==> src/hdl/tts_pkg.sv <==
`default_nettype none
package tts_pkg;
	typedef enum logic [3:0] {
		OP_SELECT = 4'd0, OP_ALLOC = 4'd1, OP_CONSTRUCT = 4'd2, OP_STOP = 4'd3,
		OP_RESUME = 4'd4, OP_KILL = 4'd5, OP_JOIN = 4'd6, OP_SETPRIO = 4'd7,
		OP_RUN = 4'd8
	} op_t;

	localparam logic [2:0] ST_EMPTY    = 3'd0;
	localparam logic [2:0] ST_CREATED  = 3'd1;
	localparam logic [2:0] ST_READY    = 3'd2;
	localparam logic [2:0] ST_RUNNING  = 3'd3;
	localparam logic [2:0] ST_STOPPED  = 3'd4;
	localparam logic [2:0] ST_FINISHED = 3'd5;

	localparam logic [2:0] R_OK        = 3'd0;
	localparam logic [2:0] R_INVALID   = 3'd1;
	localparam logic [2:0] R_NOTAVAIL  = 3'd2;
	localparam logic [2:0] R_NOTHREADS = 3'd3;
	localparam logic [2:0] R_NOSTACKS  = 3'd4;
	localparam logic [2:0] R_BUSY      = 3'd5;
	localparam logic [2:0] R_RANGE     = 3'd6;
	localparam logic [2:0] R_WAIT      = 3'd7;

	localparam logic [7:0] NO_THREAD = 8'hFF;
	localparam logic [8:0] PRIO_NONE = 9'h1FF;

	typedef struct packed {
		logic [3:0]  operation;
		logic [7:0]  thread_index;
		logic [1:0]  core_number;
		logic [7:0]  priority_value;
		logic [7:0]  owner_process;
		logic [31:0] exit_code;
	} cmd_t;

	typedef struct packed {
		logic [2:0]  status;
		logic [7:0]  chosen_thread;
		logic        switch_needed;
		logic [31:0] result_value;
	} res_t;

	typedef struct packed {
		logic load;
		logic scan_init;
		logic scan_step;
		logic exec;
	} tts_ctrl_t;
endpackage
`default_nettype wire

==> src/hdl/tts_cmd_if.sv <==
`default_nettype none
interface tts_cmd_if import tts_pkg::*; ();
	logic valid;
	logic ready;
	cmd_t payload;
	modport source (output valid, output payload, input ready);
	modport sink (input valid, input payload, output ready);
endinterface
`default_nettype wire

==> src/hdl/tts_res_if.sv <==
`default_nettype none
interface tts_res_if import tts_pkg::*; ();
	logic valid;
	logic ready;
	res_t payload;
	modport source (output valid, output payload, input ready);
	modport sink (input valid, input payload, output ready);
endinterface
`default_nettype wire

==> src/hdl/thread_table_scheduler.sv <==
// Channel | Direction | Payload
// cmd     | in        | operation, thread_index, core_number, priority_value,
//         |           | owner_process, exit_code
// res     | out       | status, chosen_thread, switch_needed, result_value
// After acceptance the scan examines one table entry per cycle until it has
// covered the whole table, then the execute state registers the result. The
// next command can be accepted in the cycle after the result is taken.
// Reset empties the table and frees all stacks. A stalled result holds and
// blocks the next command.
`default_nettype none
module thread_table_scheduler import tts_pkg::*; #(
	parameter int THREAD_SLOTS = 16,
	parameter int STACK_SLOTS = 16,
	parameter int CORE_COUNT = 4
) (
	input wire logic clk,
	input wire logic arst_n,
	tts_cmd_if.sink cmd,
	tts_res_if.source res
);
	tts_ctrl_t ctrl;
	tts_ctrl #(.THREAD_SLOTS(THREAD_SLOTS)) u_ctrl (
		.clk, .arst_n, .in_valid(cmd.valid), .in_ready(cmd.ready),
		.out_valid(res.valid), .out_ready(res.ready), .ctrl
	);
	tts_dp #(.THREAD_SLOTS(THREAD_SLOTS), .STACK_SLOTS(STACK_SLOTS),
		.CORE_COUNT(CORE_COUNT)) u_dp (
		.clk, .arst_n, .ctrl, .cmd(cmd.payload), .res(res.payload)
	);
endmodule
`default_nettype wire

==> src/hdl/tts_ctrl.sv <==
`default_nettype none
module tts_ctrl import tts_pkg::*; #(
	parameter int THREAD_SLOTS = 16
) (
	input  wire logic clk,
	input  wire logic arst_n,
	input  wire logic in_valid,
	output logic      in_ready,
	output logic      out_valid,
	input  wire logic out_ready,
	output tts_ctrl_t ctrl
);
	localparam int CW = $clog2(THREAD_SLOTS + 1);
	typedef enum logic [1:0] {S_IDLE, S_SCAN, S_EXEC, S_OUT} state_t;
	state_t state_q;
	logic [CW-1:0] cnt_q;

	assign in_ready = (state_q == S_IDLE);
	assign ctrl.load = in_valid && in_ready;
	assign ctrl.scan_init = ctrl.load;
	assign ctrl.scan_step = (state_q == S_SCAN);
	assign ctrl.exec = (state_q == S_EXEC);

	always_ff @(posedge clk or negedge arst_n) begin
		if (!arst_n) begin
			state_q <= S_IDLE;
			cnt_q <= '0;
			out_valid <= 1'b0;
		end else begin
			unique case (state_q)
				S_IDLE: begin
					if (in_valid) begin
						state_q <= S_SCAN;
						cnt_q <= '0;
					end
				end
				S_SCAN: begin
					cnt_q <= cnt_q + 1'b1;
					if (cnt_q == CW'(THREAD_SLOTS - 1)) state_q <= S_EXEC;
				end
				S_EXEC: begin
					state_q <= S_OUT;
					out_valid <= 1'b1;
				end
				S_OUT: begin
					if (out_ready) begin
						out_valid <= 1'b0;
						state_q <= S_IDLE;
					end
				end
				default: state_q <= S_IDLE;
			endcase
		end
	end
endmodule
`default_nettype wire

==> src/hdl/tts_dp.sv <==
`default_nettype none
module tts_dp import tts_pkg::*; #(
	parameter int THREAD_SLOTS = 16,
	parameter int STACK_SLOTS = 16,
	parameter int CORE_COUNT = 4
) (
	input  wire logic clk,
	input  wire logic arst_n,
	input  wire tts_ctrl_t ctrl,
	input  wire cmd_t  cmd,
	output res_t       res
);
	localparam int TW = $clog2(THREAD_SLOTS);
	localparam int SW = (STACK_SLOTS > 1) ? $clog2(STACK_SLOTS) : 1;
	localparam int RECIP = (65536 + THREAD_SLOTS - 1) / THREAD_SLOTS;

	logic [2:0]  st_q [THREAD_SLOTS];
	logic [7:0]  pr_q [THREAD_SLOTS];
	logic [1:0]  co_q [THREAD_SLOTS];
	logic [7:0]  pc_q [THREAD_SLOTS];
	logic [SW-1:0] sk_q [THREAD_SLOTS];
	logic        hs_q [THREAD_SLOTS];
	logic [31:0] ex_q [THREAD_SLOTS];
	logic [STACK_SLOTS-1:0] busy_q;

	cmd_t cmd_q;
	logic [TW-1:0] pos_q;
	logic [8:0] best_q;
	logic [7:0] pick_q;

	logic [TW-1:0] cur_mod, pos_next;
	logic [8:0] cur_ext;
	logic [24:0] cur_prod;
	logic [8:0] cur_quot;
	logic [15:0] cur_rem;
	logic elig;
	assign cur_ext = {1'b0, cmd.thread_index} + 9'd1;
	assign cur_prod = 25'(cur_ext) * 25'(RECIP);
	assign cur_quot = cur_prod[24:16];
	assign cur_rem = 16'(cur_ext) - 16'(cur_quot) * 16'(THREAD_SLOTS);
	assign cur_mod = TW'(cur_rem);
	assign pos_next = (pos_q == TW'(THREAD_SLOTS - 1)) ? '0 : pos_q + 1'b1;
	assign elig = (st_q[pos_q] == ST_READY || st_q[pos_q] == ST_RUNNING)
		&& co_q[pos_q] == cmd_q.core_number && {1'b0, pr_q[pos_q]} < best_q;

	logic stk_found;
	logic [SW-1:0] stk_idx;
	always_comb begin
		stk_found = 1'b0;
		stk_idx = '0;
		for (int i = STACK_SLOTS - 1; i >= 0; i--) begin
			if (!busy_q[i]) begin
				stk_found = 1'b1;
				stk_idx = SW'(i);
			end
		end
	end

	logic in_tab;
	logic [TW-1:0] t;
	logic [2:0] s;
	assign in_tab = {24'd0, cmd_q.thread_index} < 32'(THREAD_SLOTS);
	assign t = cmd_q.thread_index[TW-1:0];
	assign s = st_q[t];

	always_ff @(posedge clk) begin
		if (ctrl.load) cmd_q <= cmd;
		if (ctrl.scan_init) begin
			pos_q <= cur_mod;
			best_q <= PRIO_NONE;
			pick_q <= NO_THREAD;
		end else if (ctrl.scan_step) begin
			if (elig) begin
				best_q <= {1'b0, pr_q[pos_q]};
				pick_q <= 8'(pos_q);
			end
			pos_q <= pos_next;
		end
	end

	always_ff @(posedge clk or negedge arst_n) begin
		if (!arst_n) begin
			for (int i = 0; i < THREAD_SLOTS; i++) begin
				st_q[i] <= ST_EMPTY;
				pr_q[i] <= '0;
				co_q[i] <= '0;
				pc_q[i] <= '0;
				sk_q[i] <= '0;
				hs_q[i] <= 1'b0;
				ex_q[i] <= '0;
			end
			busy_q <= '0;
			res <= '0;
		end else if (ctrl.exec) begin
			res.status <= R_OK;
			res.chosen_thread <= NO_THREAD;
			res.switch_needed <= 1'b0;
			res.result_value <= '0;
			priority if (cmd_q.operation == OP_SELECT) begin
				res.chosen_thread <= pick_q;
				res.switch_needed <= !best_q[8] && pick_q != cmd_q.thread_index;
			end else if (cmd_q.operation == OP_ALLOC) begin
				res.status <= R_NOTHREADS;
				for (int i = THREAD_SLOTS - 1; i >= 0; i--) begin
					if (st_q[i] == ST_EMPTY) begin
						res.status <= R_OK;
						res.chosen_thread <= 8'(i);
					end
				end
				begin : alloc_wr
					logic found;
					logic [TW-1:0] k;
					found = 1'b0;
					k = '0;
					for (int i = THREAD_SLOTS - 1; i >= 0; i--) begin
						if (st_q[i] == ST_EMPTY) begin
							found = 1'b1;
							k = TW'(i);
						end
					end
					if (found) begin
						st_q[k] <= ST_CREATED;
						pr_q[k] <= cmd_q.priority_value;
						pc_q[k] <= cmd_q.owner_process;
						co_q[k] <= '0;
						ex_q[k] <= '0;
						hs_q[k] <= 1'b0;
					end
				end
			end else if (cmd_q.operation == OP_CONSTRUCT) begin
				if (!in_tab) res.status <= R_RANGE;
				else if (s != ST_CREATED) res.status <= R_BUSY;
				else if ({30'd0, cmd_q.core_number} >= 32'(CORE_COUNT))
					res.status <= R_INVALID;
				else if (!stk_found) res.status <= R_NOSTACKS;
				else begin
					busy_q[stk_idx] <= 1'b1;
					sk_q[t] <= stk_idx;
					hs_q[t] <= 1'b1;
					co_q[t] <= cmd_q.core_number;
					st_q[t] <= ST_READY;
					res.result_value <= 32'(stk_idx);
				end
			end else if (cmd_q.operation > OP_RUN || !in_tab) begin
				res.status <= R_INVALID;
			end else begin
				unique case (cmd_q.operation)
					OP_STOP: begin
						if (s == ST_READY || s == ST_RUNNING) st_q[t] <= ST_STOPPED;
						else res.status <= R_NOTAVAIL;
					end
					OP_RESUME: begin
						if (s == ST_STOPPED) st_q[t] <= ST_READY;
						else res.status <= R_NOTAVAIL;
					end
					OP_KILL: begin
						if (s != ST_EMPTY && s != ST_FINISHED) begin
							st_q[t] <= ST_FINISHED;
							ex_q[t] <= cmd_q.exit_code;
							if (hs_q[t]) busy_q[sk_q[t]] <= 1'b0;
							hs_q[t] <= 1'b0;
						end else res.status <= R_INVALID;
					end
					OP_JOIN: begin
						if (s == ST_FINISHED) begin
							res.result_value <= ex_q[t];
							st_q[t] <= ST_EMPTY;
						end else res.status <= R_WAIT;
					end
					OP_SETPRIO: pr_q[t] <= cmd_q.priority_value;
					default: begin
						if (s == ST_READY || s == ST_RUNNING) st_q[t] <= ST_RUNNING;
						else res.status <= R_NOTAVAIL;
					end
				endcase
			end
		end
	end

	logic unused;
	assign unused = ^{pc_q[0]};
endmodule
`default_nettype wire

==> src/flat_wrapper.sv <==
// flat-port wrapper written by rule: the top's interface ports become plain ports
module thread_table_scheduler_flat import tts_pkg::*;
#(
	parameter int THREAD_SLOTS = 16,
	parameter int STACK_SLOTS = 16,
	parameter int CORE_COUNT = 4
)
  (clk, arst_n, cmd_valid, cmd_payload, cmd_ready, res_valid, res_payload, res_ready);
  tts_cmd_if cmd_i ();
  tts_res_if res_i ();
  input wire logic clk;
  input wire logic arst_n;
  input wire logic [$bits(cmd_i.valid)-1:0] cmd_valid;
  input wire logic [$bits(cmd_i.payload)-1:0] cmd_payload;
  output wire logic [$bits(cmd_i.ready)-1:0] cmd_ready;
  output wire logic [$bits(res_i.valid)-1:0] res_valid;
  output wire logic [$bits(res_i.payload)-1:0] res_payload;
  input wire logic [$bits(res_i.ready)-1:0] res_ready;
  assign cmd_i.valid = cmd_valid;
  assign cmd_i.payload = cmd_payload;
  assign cmd_ready = cmd_i.ready;
  assign res_valid = res_i.valid;
  assign res_payload = res_i.payload;
  assign res_i.ready = res_ready;
  thread_table_scheduler #(.THREAD_SLOTS(THREAD_SLOTS), .STACK_SLOTS(STACK_SLOTS), .CORE_COUNT(CORE_COUNT)) u_core (.clk(clk), .arst_n(arst_n), .cmd(cmd_i), .res(res_i));
endmodule
==> config.mk <==
export PLATFORM = sky130hd
export DESIGN_NAME = thread_table_scheduler_flat
export DESIGN_NICKNAME = d
export VERILOG_FILES = /design/src/hdl/tts_pkg.sv /design/src/hdl/tts_cmd_if.sv /design/src/hdl/tts_res_if.sv /design/src/hdl/thread_table_scheduler.sv /design/src/hdl/tts_ctrl.sv /design/src/hdl/tts_dp.sv /design/src/flat_wrapper.sv
export SDC_FILE = /design/constraint.sdc
export NUM_CORES = 2
export LEC_CHECK = 0
export BUFFER_PORTS_ARGS = -buffer_cell sky130_fd_sc_hd__clkbuf_2
export CORE_MARGIN = 2
export CORE_UTILIZATION = 63
export DETAILED_ROUTE_END_ITERATION = 16
export PLACE_DENSITY_LB_ADDON = 0.25
export SLEW_MARGIN = 20
export SYNTH_ARGS = -nofsm -noshare
export SYNTH_HDL_FRONTEND = slang
export SYNTH_SLANG_ARGS = --single-unit
==> constraint.sdc <==
create_clock -name clk -period 5.7 [get_ports clk]
set_input_delay 0.855 -clock clk [delete_from_list [all_inputs] [get_ports clk]]
set_output_delay 0.855 -clock clk [all_outputs]
set_load 0.05 [all_outputs]
==> results_tabular.tex <==
\begin{tabular}{lr}
\hline
Metric & Value \\
\hline
\multicolumn{2}{l}{\textbf{Placement}} \\
DP HPWL & roughly 73,000 um \\
Number of buffer cells added on primary ports & a little over 100 \\
Inst Count DP & approximately 3.8k \\
Final weighted congestion in routability-driven placement & about 0.96 \\
\multicolumn{2}{l}{\textbf{GRT}} \\
Overall routing resource usage & 0.3670 \\
Number of antenna violations at the first check in global routing & 0 \\
Residual overflow from global routing & 0 \\
Largest net degree at the start of global routing & approximately 170 \\
Via count of the first global-routing pass & around 31k \\
Wire length of the first global-routing pass & approximately 190,000 um \\
\multicolumn{2}{l}{\textbf{Routing}} \\
Total iterations of the first detailed-routing run & 6 \\
WL final & roughly 120,000 um \\
Routed vias & between 20k and 30k \\
Avg Vias per Cell & 7.339 \\
Initial detailed-routing violation count & between 3k and 4k \\
Residual DRC count & 0 \\
Wire length per cell after detailed routing & between 30 and 40 um \\
Number of antenna-violating nets in the routed design & 0 \\
\multicolumn{2}{l}{\textbf{Finish}} \\
Synthesis-to-finish area growth & 10.85\% \\
Post-Layout Cell Count & roughly 4k \\
Share of final-layout standard cells stronger than drive strength 1 & 0.2459 \\
Diodes inserted & 0 \\
Final net count & about 3.1k \\
\multicolumn{2}{l}{\textbf{Clock tree}} \\
Buffer cell driving the clock tree root & clkbuf\_16 \\
Number of clock sinks seen by CTS & around 940 \\
Clock tree buffer depth & 3 \\
Number of hold-repair buffers added at the cts stage & 0 \\
Number of clock buffers inserted by TritonCTS & between 90 and 100 \\
Clk slew on worst S/H paths & roughly 60 ps \\
Maximum level of the CTS H-tree & 3 \\
Number of gates resized after CTS & 0 \\
TritonCTS clock tree & built \\
Post-CTS setup buffer count & 0 \\
Latest clock arrival within the worst-skew pair & $\sim$660 ps \\
\multicolumn{2}{l}{\textbf{Yosys}} \\
Area share of the leading cell type in the synthesized netlist & 0.5188 \\
Cell type with the highest aggregate area in the netlist & dfrtp\_1 \\
Count of warnings emitted by yosys & 0 \\
Asr flop ratio synth & 0.9241 \\
Largest cells by area after synthesis & dfrtp\_1 (52\%), mux4\_2 (13\%), a22o\_1 (11\%) \\
Sequential share of the synthesized area & 0.5668 \\
Number of storage elements in the synthesis netlist & between 900 and 1k \\
Synth top cells by count & dfrtp\_1 (865), a22o\_1 (539), mux4\_2 (248) \\
Netlist area before placement & around 42,000 sq um \\
Post-synthesis instance total & approximately 3k \\
Synthesized area per cell & between 10 and 15 sq um \\
Synthesized net count & about 3.1k \\
Number of enable flip-flop cells after synthesis & 58 \\
Most common flop cell mapped by yosys & dfrtp\_1 \\
Distinct cells, synth & 69 \\
Most used standard cell by instance count after synthesis & dfrtp\_1 \\
\multicolumn{2}{l}{\textbf{Worst setup path}} \\
Critical path class & flip-flop to flip-flop \\
Most repeated library cell on the critical path & buf\_4 \\
Critical path buffer and inverter count & 3 \\
Cell-by-cell trace of the critical path & buf\_4 -> buf\_4 -> mux4\_2 -> a22oi\_1 -> nand3\_1 -> nor3\_1 -> o211ai\_1 -> a31oi\_2 -> buf\_4 -> nand2\_1 -> o2bb2ai\_1 \\
Endpoint required time on the critical path & 6240 ps \\
CP max FO & 36 \\
Data arrival time of the worst path & around 5400 ps \\
Kind of capture point of the worst setup path & flip-flop \\
Slowest Stage Delay on Critical Path & $\sim$680 ps \\
Category of the worst setup path launch point & flip-flop \\
Cell class contributing the biggest share of worst-path delay & simple AND/OR/NAND/NOR gates \\
CP max stage cell & edfxtp\_1 \\
\multicolumn{2}{l}{\textbf{Worst hold path}} \\
Worst hold-check path type & input pin to async pin \\
\multicolumn{2}{l}{\textbf{Die}} \\
Cell row count & 94 \\
Height of the die & between 200 and 300 um \\
Area inside the core boundary & between 60,000 and 70,000 sq um \\
Die W & around 260 um \\
Number of I/O pins & between 100 and 150 \\
Starting utilization of the core area & 0.6357 \\
Die ar. & a little under 70,000 sq um \\
\multicolumn{2}{l}{\textbf{Timing}} \\
Final hold violation count & 0 \\
RSZ-0062 raised after global routing & false \\
Number of pins with negative max-slew slack in the final report & 0 \\
Period Utilization, post-route & 0.8509 \\
Total negative slack & 0 ps \\
Post-layout minimum cycle time & between 4000 and 5000 ps \\
Final setup violating endpoints & 0 \\
Highest attainable clock frequency & 0.2062 GHz \\
Slew at the pin closest to its max-slew limit & 1147 ps \\
Setup Skew & approximately 35 ps \\
Slew Limit Headroom & 0.2325 \\
\multicolumn{2}{l}{\textbf{Power}} \\
Peak supply drop & about 420 uV \\
Pwr/cell area & roughly 350 nW/um\^{}2 \\
Leak Pwr & $\sim$0.021 uW \\
\multicolumn{2}{l}{\textbf{Run}} \\
Max capacitance violation total & 0 \\
\multicolumn{2}{l}{\textbf{Outcome}} \\
Outcome & completed \\
\hline
\end{tabular}
## routing by layer
metal,GRT usage,routed length (um),share of wire
met1,0.5126,46710,0.38
met2,0.5622,56930,0.47
met3,0.08691,12560,0.10
met4,0.1558,5601,0.046
met5,0,0,0
## registers in the layout, indices dropped and copies added, names as in the netlist, named ones only
signal and flops:
u_core.u_ctrl.cnt_q 5, u_core.u_ctrl.out_valid 1, u_core.u_ctrl.state_q 2, u_core.u_dp.best_q 8, u_core.u_dp.busy_q 16, u_core.u_dp.cmd_q 54, u_core.u_dp.co_q 32, u_core.u_dp.ex_q 512
u_core.u_dp.pick_q 5, u_core.u_dp.pos_q 4, u_core.u_dp.pr_q 128, u_core.u_dp.res 41, u_core.u_dp.sk_q 64, u_core.u_dp.st_q 48
## metrics by stage
step / area [sq um] / hold WS (ps) / setup slack, ps / total power [uW] / utilization
after detailed placement: 42980 / 464.9 / 912.7 / 9819 / 0.6548
after global routing: 46250 / 295.2 / 505.9 / 16790 / 0.7047
final: 46250 / 259.5 / 850.1 / 16250 / 0.7047
after floorplan: 41720 / 444.6 / 1124 / 8980 / -
after global placement: 42970 / 455.3 / 1088 / 9726 / 0.6548
after CTS: 46240 / 280.8 / 898.3 / 16280 / 0.7046
## power by group
part | leakage (uW) | switching (uW) | internal [uW]
combinational | 0.00669 | 1430 | 802
sequential | 0.0127 | 465 | 7030
clock | 0.00160 | 2640 | 3890
total | 0.0210 | 4530 | 11700
## final timing paths
kind | start | endpoint | slack, ps | cells after the start
min | arst_n | u_core.u_dp.ex_q[220] | 260 | 1
max | u_core.u_dp.cmd_q[50] | u_core.u_dp.st_q[26] | 850 | 11
min in group clk | cmd_payload[30] | u_core.u_dp.cmd_q[30] | 370 | 1
max in group asynchronous | arst_n | u_core.u_dp.res[8] | 4000 | 2
max reg2reg | u_core.u_dp.cmd_q[50] | u_core.u_dp.st_q[26] | 850 | 11
min reg2reg | u_core.u_dp.sk_q[22] | u_core.u_dp.sk_q[22] | 480 | 2
## cells by family (layout without fill, tap and decap cells)
family	count (synthesis)	after routing	share of synthesized area
xor+xnor	12	12	0.002519
flops	936	936	0.5668
simple gates	439	439	0.04768
compound gates	921	921	0.1703
mux	399	399	0.1747
fa+ha+maj	15	15	0.004498
buf+inv	320	405	0.03359
## cell type report
| cell class | count | area, sq um |
|---|---|---|
| sequential | 936 | 23650 |
| multi-input combinational | 1786 | 16820 |
| tap | 864 | 1081 |
| clock buffer | 136 | 2745 |
| inverter | 38 | 143.9 |
| fill | 4335 | 19380 |
| timing repair buffer | 194 | 1287 |
| clock inverter | 37 | 519.2 |
## layout by cell type, fill, tap and decap left out, types with 36 or more instances in the layout
cell type  synthesis  routed
mux4_2           248     248
mux2_2           139     139
nor2_1            77      61
edfxtp_1          58      58
a21oi_1           48      48
buf_4             10      84
clkbuf_16          0      98
o2bb2ai_1         38      38
clkbuf_2           1     102
a22o_1           539     539
dfrtp_1          865     865
inv_1             37      36
o21ai_0          180     180
nand2_1          212     210
No activity file was read; power rests on OpenSTA's default activity.
